--- config.mk ---
export PLATFORM = sky130hd
export DESIGN_NAME = mouse_packet_pointer_tracker
export DESIGN_NICKNAME = d
export VERILOG_FILES = /design/src/mpt_pkg.sv /design/src/mouse_packet_pointer_tracker.sv /design/src/mpt_front.sv /design/src/mpt_queue.sv /design/src/mpt_back.sv
export SDC_FILE = /design/constraint.sdc
export NUM_CORES = 1
export LEC_CHECK = 0
export ABC_AREA = 1
export BUFFER_PORTS_ARGS = -buffer_cell sky130_fd_sc_hd__buf_2
export CORE_UTILIZATION = 61
export CTS_CLUSTER_SIZE = 25
export DETAILED_ROUTE_END_ITERATION = 10
export GPL_ROUTABILITY_DRIVEN = 0
export GPL_TIMING_DRIVEN = 0
export PLACE_DENSITY = 0.8
export RECOVER_POWER = 50
export SLEW_MARGIN = 25
export SYNTH_ARGS = -nofsm -noshare
export SYNTH_HDL_FRONTEND = slang
export SYNTH_SLANG_ARGS = --single-unit
--- constraint.sdc ---
create_clock -name clk -period 5 [get_ports clk]
set_input_delay 0.75 -clock clk [delete_from_list [all_inputs] [get_ports clk]]
set_output_delay 0.75 -clock clk [all_outputs]
set_load 0.02 [all_outputs]
--- src/mpt_pkg.sv ---
package mpt_pkg;

  localparam int BYTE_W  = 8;
  localparam int SIZE_W  = 13;
  localparam int PROTO_W = 2;
  localparam int INDEX_W = 2;
  localparam int DELTA_W = 10;
  localparam int BTN_W   = 3;

  localparam logic [PROTO_W-1:0] PROTO_PS2    = 2'd0;
  localparam logic [PROTO_W-1:0] PROTO_WHEEL  = 2'd1;
  localparam logic [PROTO_W-1:0] PROTO_SERIAL = 2'd2;

  localparam logic [INDEX_W-1:0] CFG_PROTOCOL = 2'd0;
  localparam logic [INDEX_W-1:0] CFG_WIDTH    = 2'd1;
  localparam logic [INDEX_W-1:0] CFG_HEIGHT   = 2'd2;

  localparam logic [PROTO_W-1:0] RESET_PROTOCOL = PROTO_PS2;
  localparam logic [SIZE_W-1:0]  RESET_WIDTH    = 13'd640;
  localparam logic [SIZE_W-1:0]  RESET_HEIGHT   = 13'd480;

  localparam logic signed [DELTA_W-1:0] BOOST_THRESHOLD = 10'sd5;

  typedef struct packed {
    logic                 we;
    logic [INDEX_W-1:0]   index;
    logic [SIZE_W-1:0]    data;
  } cfg_write_t;

  typedef struct packed {
    logic [BTN_W-1:0]   buttons;
    logic [DELTA_W-1:0] dx;
    logic [DELTA_W-1:0] dy;
  } motion_t;

  typedef struct packed {
    logic    valid;
    motion_t entry;
  } motion_req_t;

endpackage

--- src/mouse_packet_pointer_tracker.sv ---
// Channel   Direction  Payload
// s_axis    in         tdata[7:0] rx_byte
// m_axis    out        tdata: pointer_x, pointer_y, buttons, zero fill
// cfg       in         cfg_index 0 protocol, 1 screen_width, 2 screen_height
//
// One byte is taken per cycle while the input is not stalled; a finished
// packet is written into a two-entry queue as its last byte is transferred,
// and is loaded from there into the output register.
// Reset is synchronous and leaves the pointer at the screen center.
// The input stalls only while the queue is full behind a stalled output.
module mouse_packet_pointer_tracker #(
  parameter int COORD_BITS = 12
) (
  input  logic                                  clk,
  input  logic                                  rst,
  input  logic                                  cfg_we,
  input  logic [mpt_pkg::INDEX_W-1:0]           cfg_index,
  input  logic [mpt_pkg::SIZE_W-1:0]            cfg_data,
  input  logic                                  s_tvalid,
  output logic                                  s_tready,
  // rx_byte
  input  logic [mpt_pkg::BYTE_W-1:0]            s_tdata,
  output logic                                  m_tvalid,
  input  logic                                  m_tready,
  // pointer_x, pointer_y, buttons, from the lowest bit up
  output logic [((2*COORD_BITS+3+7)/8)*8-1:0]   m_tdata
);
  import mpt_pkg::*;

  localparam int OUT_W = ((2 * COORD_BITS + 3 + 7) / 8) * 8;

  cfg_write_t   cfg;
  motion_req_t  q_push;
  motion_req_t  q_head;
  logic         q_full;
  logic         q_pop;

  assign cfg.we    = cfg_we;
  assign cfg.index = cfg_index;
  assign cfg.data  = cfg_data;

  mpt_front u_front (
    .clk        (clk),
    .rst        (rst),
    .cfg        (cfg),
    .s_tvalid   (s_tvalid),
    .s_tdata    (s_tdata),
    .queue_full (q_full),
    .s_tready   (s_tready),
    .push       (q_push)
  );

  mpt_queue u_queue (
    .clk  (clk),
    .rst  (rst),
    .push (q_push),
    .pop  (q_pop),
    .full (q_full),
    .head (q_head)
  );

  mpt_back #(
    .COORD_BITS (COORD_BITS),
    .OUT_W      (OUT_W)
  ) u_back (
    .clk      (clk),
    .rst      (rst),
    .cfg      (cfg),
    .head     (q_head),
    .pop      (q_pop),
    .m_tvalid (m_tvalid),
    .m_tready (m_tready),
    .m_tdata  (m_tdata)
  );

`ifndef NO_ASSERTIONS
  a_push_not_full: assert property (@(posedge clk) disable iff (rst)
    q_push.valid |-> !q_full)
    else $error("packet pushed into a full queue");

  a_pop_loads_output: assert property (@(posedge clk) disable iff (rst)
    q_pop |=> m_tvalid)
    else $error("popped packet did not reach the output register");

  a_output_drains: assert property (@(posedge clk) disable iff (rst)
    (m_tvalid && m_tready && !q_head.valid) |=> !m_tvalid)
    else $error("output stayed valid after its transfer with nothing queued");
`endif

endmodule

--- src/mpt_front.sv ---
module mpt_front (
  input  logic                        clk,
  input  logic                        rst,
  input  mpt_pkg::cfg_write_t         cfg,
  input  logic                        s_tvalid,
  input  logic [mpt_pkg::BYTE_W-1:0]  s_tdata,
  input  logic                        queue_full,
  output logic                        s_tready,
  output mpt_pkg::motion_req_t        push
);
  import mpt_pkg::*;

  logic [PROTO_W-1:0]  protocol;
  logic [2:0]          byte_count;
  logic [BYTE_W-1:0]   packet_bytes [3];

  logic                accept;
  logic                complete;
  logic                valid;
  logic [BYTE_W-1:0]   b0, b1, b2;
  logic [BTN_W-1:0]    btn;
  logic [DELTA_W-1:0]  dx, dy;
  logic [BYTE_W-1:0]   ser_x, ser_y;
  logic                big;

  assign s_tready = !queue_full;
  assign accept   = s_tvalid && s_tready;
  assign complete = (protocol == PROTO_WHEEL) ? (byte_count == 3'd3) : (byte_count == 3'd2);

  assign b0 = packet_bytes[0];
  assign b1 = packet_bytes[1];
  assign b2 = (byte_count == 3'd2) ? s_tdata : packet_bytes[2];

  assign ser_x = {b0[1:0], b1[5:0]};
  assign ser_y = {b0[3:2], b2[5:0]};

  always_comb begin
    btn   = '0;
    dx    = '0;
    dy    = '0;
    valid = 1'b0;
    unique case (protocol) inside
      PROTO_PS2, PROTO_WHEEL: begin
        btn   = b0[2:0];
        dx    = {{2{b0[4]}}, b1};
        dy    = {{2{b0[5]}}, b2};
        valid = (protocol == PROTO_WHEEL) || (b0[7:6] == 2'b00);
      end
      PROTO_SERIAL: begin
        btn   = {1'b0, b0[4], b0[5]};
        dx    = {{2{ser_x[7]}}, ser_x};
        dy    = DELTA_W'(-$signed({{2{ser_y[7]}}, ser_y}));
        valid = 1'b1;
      end
      default: begin
        valid = 1'b0;
      end
    endcase
  end

  assign big = ($signed(dx) > BOOST_THRESHOLD) || ($signed(dx) < -BOOST_THRESHOLD) ||
               ($signed(dy) > BOOST_THRESHOLD) || ($signed(dy) < -BOOST_THRESHOLD);

  always_comb begin
    push.valid         = accept && complete && valid;
    push.entry.buttons = btn;
    push.entry.dx      = big ? {dx[DELTA_W-2:0], 1'b0} : dx;
    push.entry.dy      = big ? {dy[DELTA_W-2:0], 1'b0} : dy;
  end

  always_ff @(posedge clk) begin
    if (rst) begin
      protocol   <= RESET_PROTOCOL;
      byte_count <= '0;
    end else if (cfg.we && cfg.index <= CFG_HEIGHT) begin
      if (cfg.index == CFG_PROTOCOL) begin
        protocol <= cfg.data[PROTO_W-1:0];
      end
      byte_count <= '0;
    end else if (accept) begin
      byte_count <= complete ? 3'd0 : byte_count + 3'd1;
    end
  end

  always_ff @(posedge clk) begin
    if (accept && byte_count < 3'd3) begin
      packet_bytes[byte_count[1:0]] <= s_tdata;
    end
  end

endmodule

--- src/mpt_queue.sv ---
module mpt_queue (
  input  logic                  clk,
  input  logic                  rst,
  input  mpt_pkg::motion_req_t  push,
  input  logic                  pop,
  output logic                  full,
  output mpt_pkg::motion_req_t  head
);
  import mpt_pkg::*;

  motion_t     slots [2];
  logic        wr_ptr;
  logic        rd_ptr;
  logic [1:0]  count;
  logic        do_push;
  logic        do_pop;

  assign full       = (count == 2'd2);
  assign do_push    = push.valid && !full;
  assign do_pop     = pop && (count != 2'd0);
  assign head.valid = (count != 2'd0);
  assign head.entry = slots[rd_ptr];

  always_ff @(posedge clk) begin
    if (rst) begin
      wr_ptr <= 1'b0;
      rd_ptr <= 1'b0;
      count  <= '0;
    end else begin
      if (do_push) begin
        wr_ptr <= !wr_ptr;
      end
      if (do_pop) begin
        rd_ptr <= !rd_ptr;
      end
      count <= count + 2'(do_push) - 2'(do_pop);
    end
  end

  always_ff @(posedge clk) begin
    if (do_push) begin
      slots[wr_ptr] <= push.entry;
    end
  end

endmodule

--- src/mpt_back.sv ---
module mpt_back #(
  parameter int COORD_BITS = 12,
  parameter int OUT_W      = 32
) (
  input  logic                  clk,
  input  logic                  rst,
  input  mpt_pkg::cfg_write_t   cfg,
  input  mpt_pkg::motion_req_t  head,
  output logic                  pop,
  output logic                  m_tvalid,
  input  logic                  m_tready,
  output logic [OUT_W-1:0]      m_tdata
);
  import mpt_pkg::*;

  localparam int SZW  = (COORD_BITS + 1 > SIZE_W) ? COORD_BITS + 1 : SIZE_W;
  localparam int SUMW = (COORD_BITS + 2 > DELTA_W + 1) ? COORD_BITS + 2 : DELTA_W + 1;
  localparam logic [SZW-1:0] FULL_SIZE = SZW'(1) << COORD_BITS;

  function automatic logic [COORD_BITS-1:0] limit_of(input logic [SIZE_W-1:0] size);
    logic [SZW-1:0] s;
    s = SZW'(size);
    if (s == '0) begin
      s = SZW'(1);
    end
    if (s > FULL_SIZE) begin
      s = FULL_SIZE;
    end
    s = s - SZW'(1);
    return s[COORD_BITS-1:0];
  endfunction

  function automatic logic [COORD_BITS-1:0] center_of(input logic [SIZE_W-1:0] size);
    logic [SZW-1:0]        c;
    logic [COORD_BITS-1:0] hi;
    hi = limit_of(size);
    c  = SZW'(size) >> 1;
    if (c > SZW'(hi)) begin
      return hi;
    end
    return c[COORD_BITS-1:0];
  endfunction

  function automatic logic [COORD_BITS-1:0] clamp(input logic signed [SUMW-1:0] v,
                                                  input logic [COORD_BITS-1:0] hi);
    if (v < 0) begin
      return '0;
    end
    if (v > $signed(SUMW'(hi))) begin
      return hi;
    end
    return v[COORD_BITS-1:0];
  endfunction

  logic [SIZE_W-1:0]       screen_width;
  logic [SIZE_W-1:0]       screen_height;
  logic [COORD_BITS-1:0]   pos_x;
  logic [COORD_BITS-1:0]   pos_y;
  logic [SIZE_W-1:0]       width_next;
  logic [SIZE_W-1:0]       height_next;
  logic [COORD_BITS-1:0]   pos_x_next;
  logic [COORD_BITS-1:0]   pos_y_next;
  logic signed [SUMW-1:0]  sum_x;
  logic signed [SUMW-1:0]  sum_y;
  logic                    cfg_hit;

  assign pop     = head.valid && (!m_tvalid || m_tready);
  assign cfg_hit = cfg.we && (cfg.index <= CFG_HEIGHT);

  assign width_next  = (cfg.index == CFG_WIDTH)  ? cfg.data : screen_width;
  assign height_next = (cfg.index == CFG_HEIGHT) ? cfg.data : screen_height;

  assign sum_x = $signed(SUMW'(pos_x)) + SUMW'($signed(head.entry.dx));
  assign sum_y = $signed(SUMW'(pos_y)) - SUMW'($signed(head.entry.dy));
  assign pos_x_next = clamp(sum_x, limit_of(screen_width));
  assign pos_y_next = clamp(sum_y, limit_of(screen_height));

  always_ff @(posedge clk) begin
    if (rst) begin
      screen_width  <= RESET_WIDTH;
      screen_height <= RESET_HEIGHT;
      pos_x         <= center_of(RESET_WIDTH);
      pos_y         <= center_of(RESET_HEIGHT);
      m_tvalid      <= 1'b0;
    end else begin
      if (cfg_hit) begin
        screen_width  <= width_next;
        screen_height <= height_next;
        pos_x         <= center_of(width_next);
        pos_y         <= center_of(height_next);
      end else if (pop) begin
        pos_x <= pos_x_next;
        pos_y <= pos_y_next;
      end
      if (pop) begin
        m_tvalid <= 1'b1;
      end else if (m_tready) begin
        m_tvalid <= 1'b0;
      end
    end
  end

  always_ff @(posedge clk) begin
    if (pop) begin
      m_tdata <= OUT_W'({head.entry.buttons, pos_y_next, pos_x_next});
    end
  end

endmodule
* Word level (Yosys, flattened, before mapping)
Memory sizes are Yosys's and may differ from the RTL's. A register that Yosys moved wholly into a read port is not among the register bits. Index checks and enable logic that the tools add are counted.
Word-level totals: memories 2, bits in writable memories 70, word-level logic and storage cells 139, bits in registers 87
Memories:
- u_queue.slots | words 2, width 23, read ports 1, clocked after memory_dff 1, write ports 1, line mpt_queue.sv:11 | motion_t slots [2];
- u_front.packet_bytes | words 3, width 8, read ports 3, clocked after memory_dff 0, write ports 1, line mpt_front.sv:15 | logic [BYTE_W-1:0] packet_bytes [3];
Operators by class: equal/unequal tests 7, add/subtract/negate cells 10, muxes and demuxes 63, $lt $le $gt $ge 16, reduce and logical (&&, ||, !) cells 30
Operators by type and width (number):
- $mux W12 | 24
- $mux W13 | 10
- $gt A13 B13 Y1 const B | 4
- $logic_not A13 Y1 | 4
- $sub A12 B1 Y12 const B | 4
- $pmux W10 S2 | 2
- $gt A14 B13 Y1 | 2
- $lt A14 B1 Y1 const B | 2
- $gt A12 B12 Y1 | 2
- $mux W1 | 21
- $gt A10 B4 Y1 const B | 2
- $lt A10 B4 Y1 const B | 2
- $mux W10 | 2
- $add A13 B10 Y14 | 1
- $sub A13 B10 Y14 | 1
- $neg A8 Y10 | 1
- $logic_and A1 B1 Y1 | 8
- $mux W8 | 1
- $eq A2 B2 Y1 const B | 3
- $eq A3 B2 Y1 const B | 2
- $logic_not A2 Y1 | 3
- $pmux W3 S2 | 1
- $reduce_bool A2 Y1 | 3
- $logic_or A1 B1 Y1 | 5
- other kinds (11) | 16

* Longest topological paths before layout
depth after elaboration 17, depth in mapped cells 34, gate-level depth less buffers 31

* Cells and area by module
From an unflattened synthesis, not the netlist that was laid out.
Unflattened totals: cells, all modules 1601, area, all modules 11883.9 um^2
Modules (own cells, without submodules):
- mpt_back | area each 8029.0 um^2, instances 1, cells each 1237, sequential area each 1831.8 um^2
- mpt_front | area each 1944.4 um^2, instances 1, cells each 255, sequential area each 820.8 um^2
- mpt_queue | area each 1910.6 um^2, instances 1, cells each 109, sequential area each 1481.4 um^2

* Least setup slack after synthesis
Ideal clock, no wire load.
path type reg-to-reg, start point reg with a tool-made name, end point reg u_back.m_tdata[20], data pin, data arrival time 4.038 ns, period minus slack after synthesis 4.293 ns, buffers on the path 3, cell stages (with the launch flop) 24, setup time 0.255 ns, setup slack 0.707 ns, cells stage by stage dfxtp_1 > buf_2 > buf_1 > mux2_2 > ha_1 > fa_1 > o21ai_0 > a21oi_1 > o21bai_1 > xor2_1 > inv_1 > ha_1 > a21oi_1 > nor2_1 > a211oi_1 > nand2_1 > nand2_1 > nand2_1 > nand2_1 > nand2_1 > nand2_1 > clkbuf_1 > nand2_1 > and2_1
RTL lines:
- to (signal assigned) | line mpt_back.sv:105 | m_tdata <= OUT_W'({head.entry.buttons, pos_y_next, pos_x_next});
- to (decl) | line mpt_back.sv:12 | output logic [OUT_W-1:0] m_tdata

==> run metrics <==
reg2reg end u_back.pos_y[4]; GRT Total Usage 0.321; setup slack, reg-to-reg 0.34 ns; slowest stage cell, crit path fa_1; kind of cell adding the most delay to the critical path simple AND/OR/NAND/NOR gates; Synth top area share 0.253; Max Buffers Root-to-Sink 2; Tmin final 4.66 ns; fin worst setup slack 0.343 ns; Critical Path End u_back.pos_y[4]; detailed-route via count 10868; DR iter-0 viols 1086; CTS Buf Count 17; Setup TNS 0 ns; # DRC 0; Die Ht 139 microns; startpoint type of the worst setup path flop; crit path capture type flop; Root Driver clkbuf_16; initial core utilization 0.632; largest net degree at the start of global routing 25; worst skew pair latency 0.44 ns; LEAKAGE 6.02 nW; Tot Pwr 7.30 mW; Synth top cells by count nand2_1 (391), inv_1 (215), nor2_1 (104); Mapped Area 11500 sq um; global-route wire length before repair 49200 microns; EDFF count, synth 97; Die Wd 139 microns; IO Port Bufs 55; Clock transition at path regs 0.07 ns; Total Nets Final 1733; sequential fraction of the synthesis area 0.359; Power Density 575 nW/um^2; share of cells above drive strength 1 0.0865; cell depth of the worst setup path 25; post-synthesis instance total 1538; Hold Path Origin u_queue.rd_ptr; DP Area 12100 sq um; post-synthesis cell type count 62; Crit path top cell by count nand2_1; Final setup viols 0; measured slew at the worst slew-check pin 1.54 ns; synth top area cells edfxtp_1 (25%), nand2_1 (13%), dfxtp_1 (11%); kind of critical path reg2reg; via density per instance 5.85; Tcrit/Tclk final 0.931; RSZ-0062 raised after global routing no; violated checks capacitance limit, slew limit; Post-CTS Setup Bufs 0; total congestion overflow 0; data arrival time of the worst path 4.95 ns; wire per inst 16.3 microns; CP Buf/Inv Count 4; drt first pass iters 6; vias in the first global route 10088; status complete, but fails checks; Layout Utilization 0.697; critical path peak fanout 10; Max Slew Vio Count 16; fmax 0.215 GHz; VDD IR-drop max 0.414 mV; CTS Sinks 158; CP max stage delay 0.44 ns; I/O pins 62; Hold Vio Cnt, Final 0; initial antenna violation count 0; Top FF cell, synth edfxtp_1; relative slew slack -0.0254; Synth Warn # 0; Clock Skews 0.0118 ns; core area 18200 sq um; flop and latch count out of synthesis 158; antenna-violating nets left 0; Post-synth ARST share 0; Synth Area per Inst 7.49 sq um; dpl ws -0.189 ns; Ant. Diodes 0; Max-Cap Viols 1; Worst Hold Class reg2reg; htree depth 4; CTS tree yes; hpwl dp 23600 microns; die area 19400 sq um; row count 49; DRT Wirelength 30400 microns; most used standard cell by instance count after synthesis nand2_1; reg2reg path depth 25; Synth area leader edfxtp_1; required time worst endpoint 5.29 ns; final non-filler cell area 12700 sq um; P&R area growth vs syn 10.2%
-- cells by family (layout without fill, tap and decap cells) --
kind of cell | count (synthesis) | count (layout) | share of synthesized area
mux | 21 | 21 | 0.0197
simple gates | 696 | 696 | 0.264
buf+inv | 265 | 353 | 0.0929
xor+xnor | 40 | 40 | 0.0317
fa+ha+maj | 88 | 88 | 0.0969
flops | 158 | 158 | 0.359
other cells | 1 | 5 | 0.000326
compound gates | 269 | 269 | 0.135
-- state kept, by name, summed over array words and instances, names as in the netlist, named ones only --
| register | count |
|---|---|
| u_queue.count | 2 |
| u_front.byte_count | 3 |
| u_front.packet_bytes | 24 |
| u_back.m_tdata | 27 |
| u_queue.wr_ptr | 1 |
| u_back.pos_y | 12 |
| u_back.m_tvalid | 1 |
| u_back.screen_width | 13 |
| u_queue.slots | 46 |
| u_back.screen_height | 13 |
| u_queue.rd_ptr | 1 |
| u_back.pos_x | 12 |
| u_front.protocol | 2 |
-- through the flow --
stage               std cells  hold WS, ns
global placement         1826        0.437
detailed placement       1827        0.460
global route             1859        0.490
floorplan                1542        0.426
finish                   1859        0.472
CTS                      1859        0.474
-- layer usage --
| layer | vias up | track usage | wire length [microns] |
|---|---|---|---|
| met4 | 0 | 0.111 | 812 |
| met5 | - | 0 | 0 |
| met3 | 73 | 0.0609 | 2690 |
| met1 | 4988 | 0.416 | 12800 |
| li1 | 5279 | - | - |
| met2 | 528 | 0.537 | 14000 |
-- where the power goes --
group          switching, mW  total [mW]  leakage [nW]  internal (mW)
clock network          0.623        1.35         0.304          0.724
registers              0.137        1.91          1.41           1.77
logic                   2.70        4.04          4.31           1.34
-- cells in the final DEF, fill, tap and decap left out, drive strengths merged, types with 4 or more instances in the layout --
cell type  instances
xor2              28
nand3b             7
mux2              13
inv              231
clkinv             7
nor2             110
conb               5
edfxtp            97
clkbuf            82
nand3            105
buf               32
mux2i              8
a21oi            104
o21bai             5
o21ai             92
xnor2             12
a22oi              6
o22ai             25
and2              21
o41ai              6
nand4             24
a31oi              9
ha                86
nor3               8
dfxtp             61
nand2            414
o211ai             4
-- area by class of cell --
cell class,count,area [sq um]
repair buffers,56,231
inverters,224,846
flip-flops and latches,158,4130
fillers,1511,5520
clock inverters,15,189
plain buffers,41,231
clock buffers,17,425
well taps,229,287
multi-input cells,1119,6340
-- what timing repair did --
item / 4_1_cts / 5_1_grt
hold buffers: 0 / 0
endpoints found under the setup margin: 18 / 40
resized for setup: 2 / 12
-- worst min path at each step --
stage / endpoint / slack (ns) / cells past startpoint
final: u_queue.rd_ptr / 0.47 / 1
after global routing: u_queue.rd_ptr / 0.49 / 1
after CTS: u_queue.rd_ptr / 0.47 / 1
after detailed placement: u_queue.rd_ptr / 0.46 / 1
after global placement: u_queue.rd_ptr / 0.44 / 1
after floorplan: flop / 0.43 / 1
No activity file was read; power rests on OpenSTA's default activity.
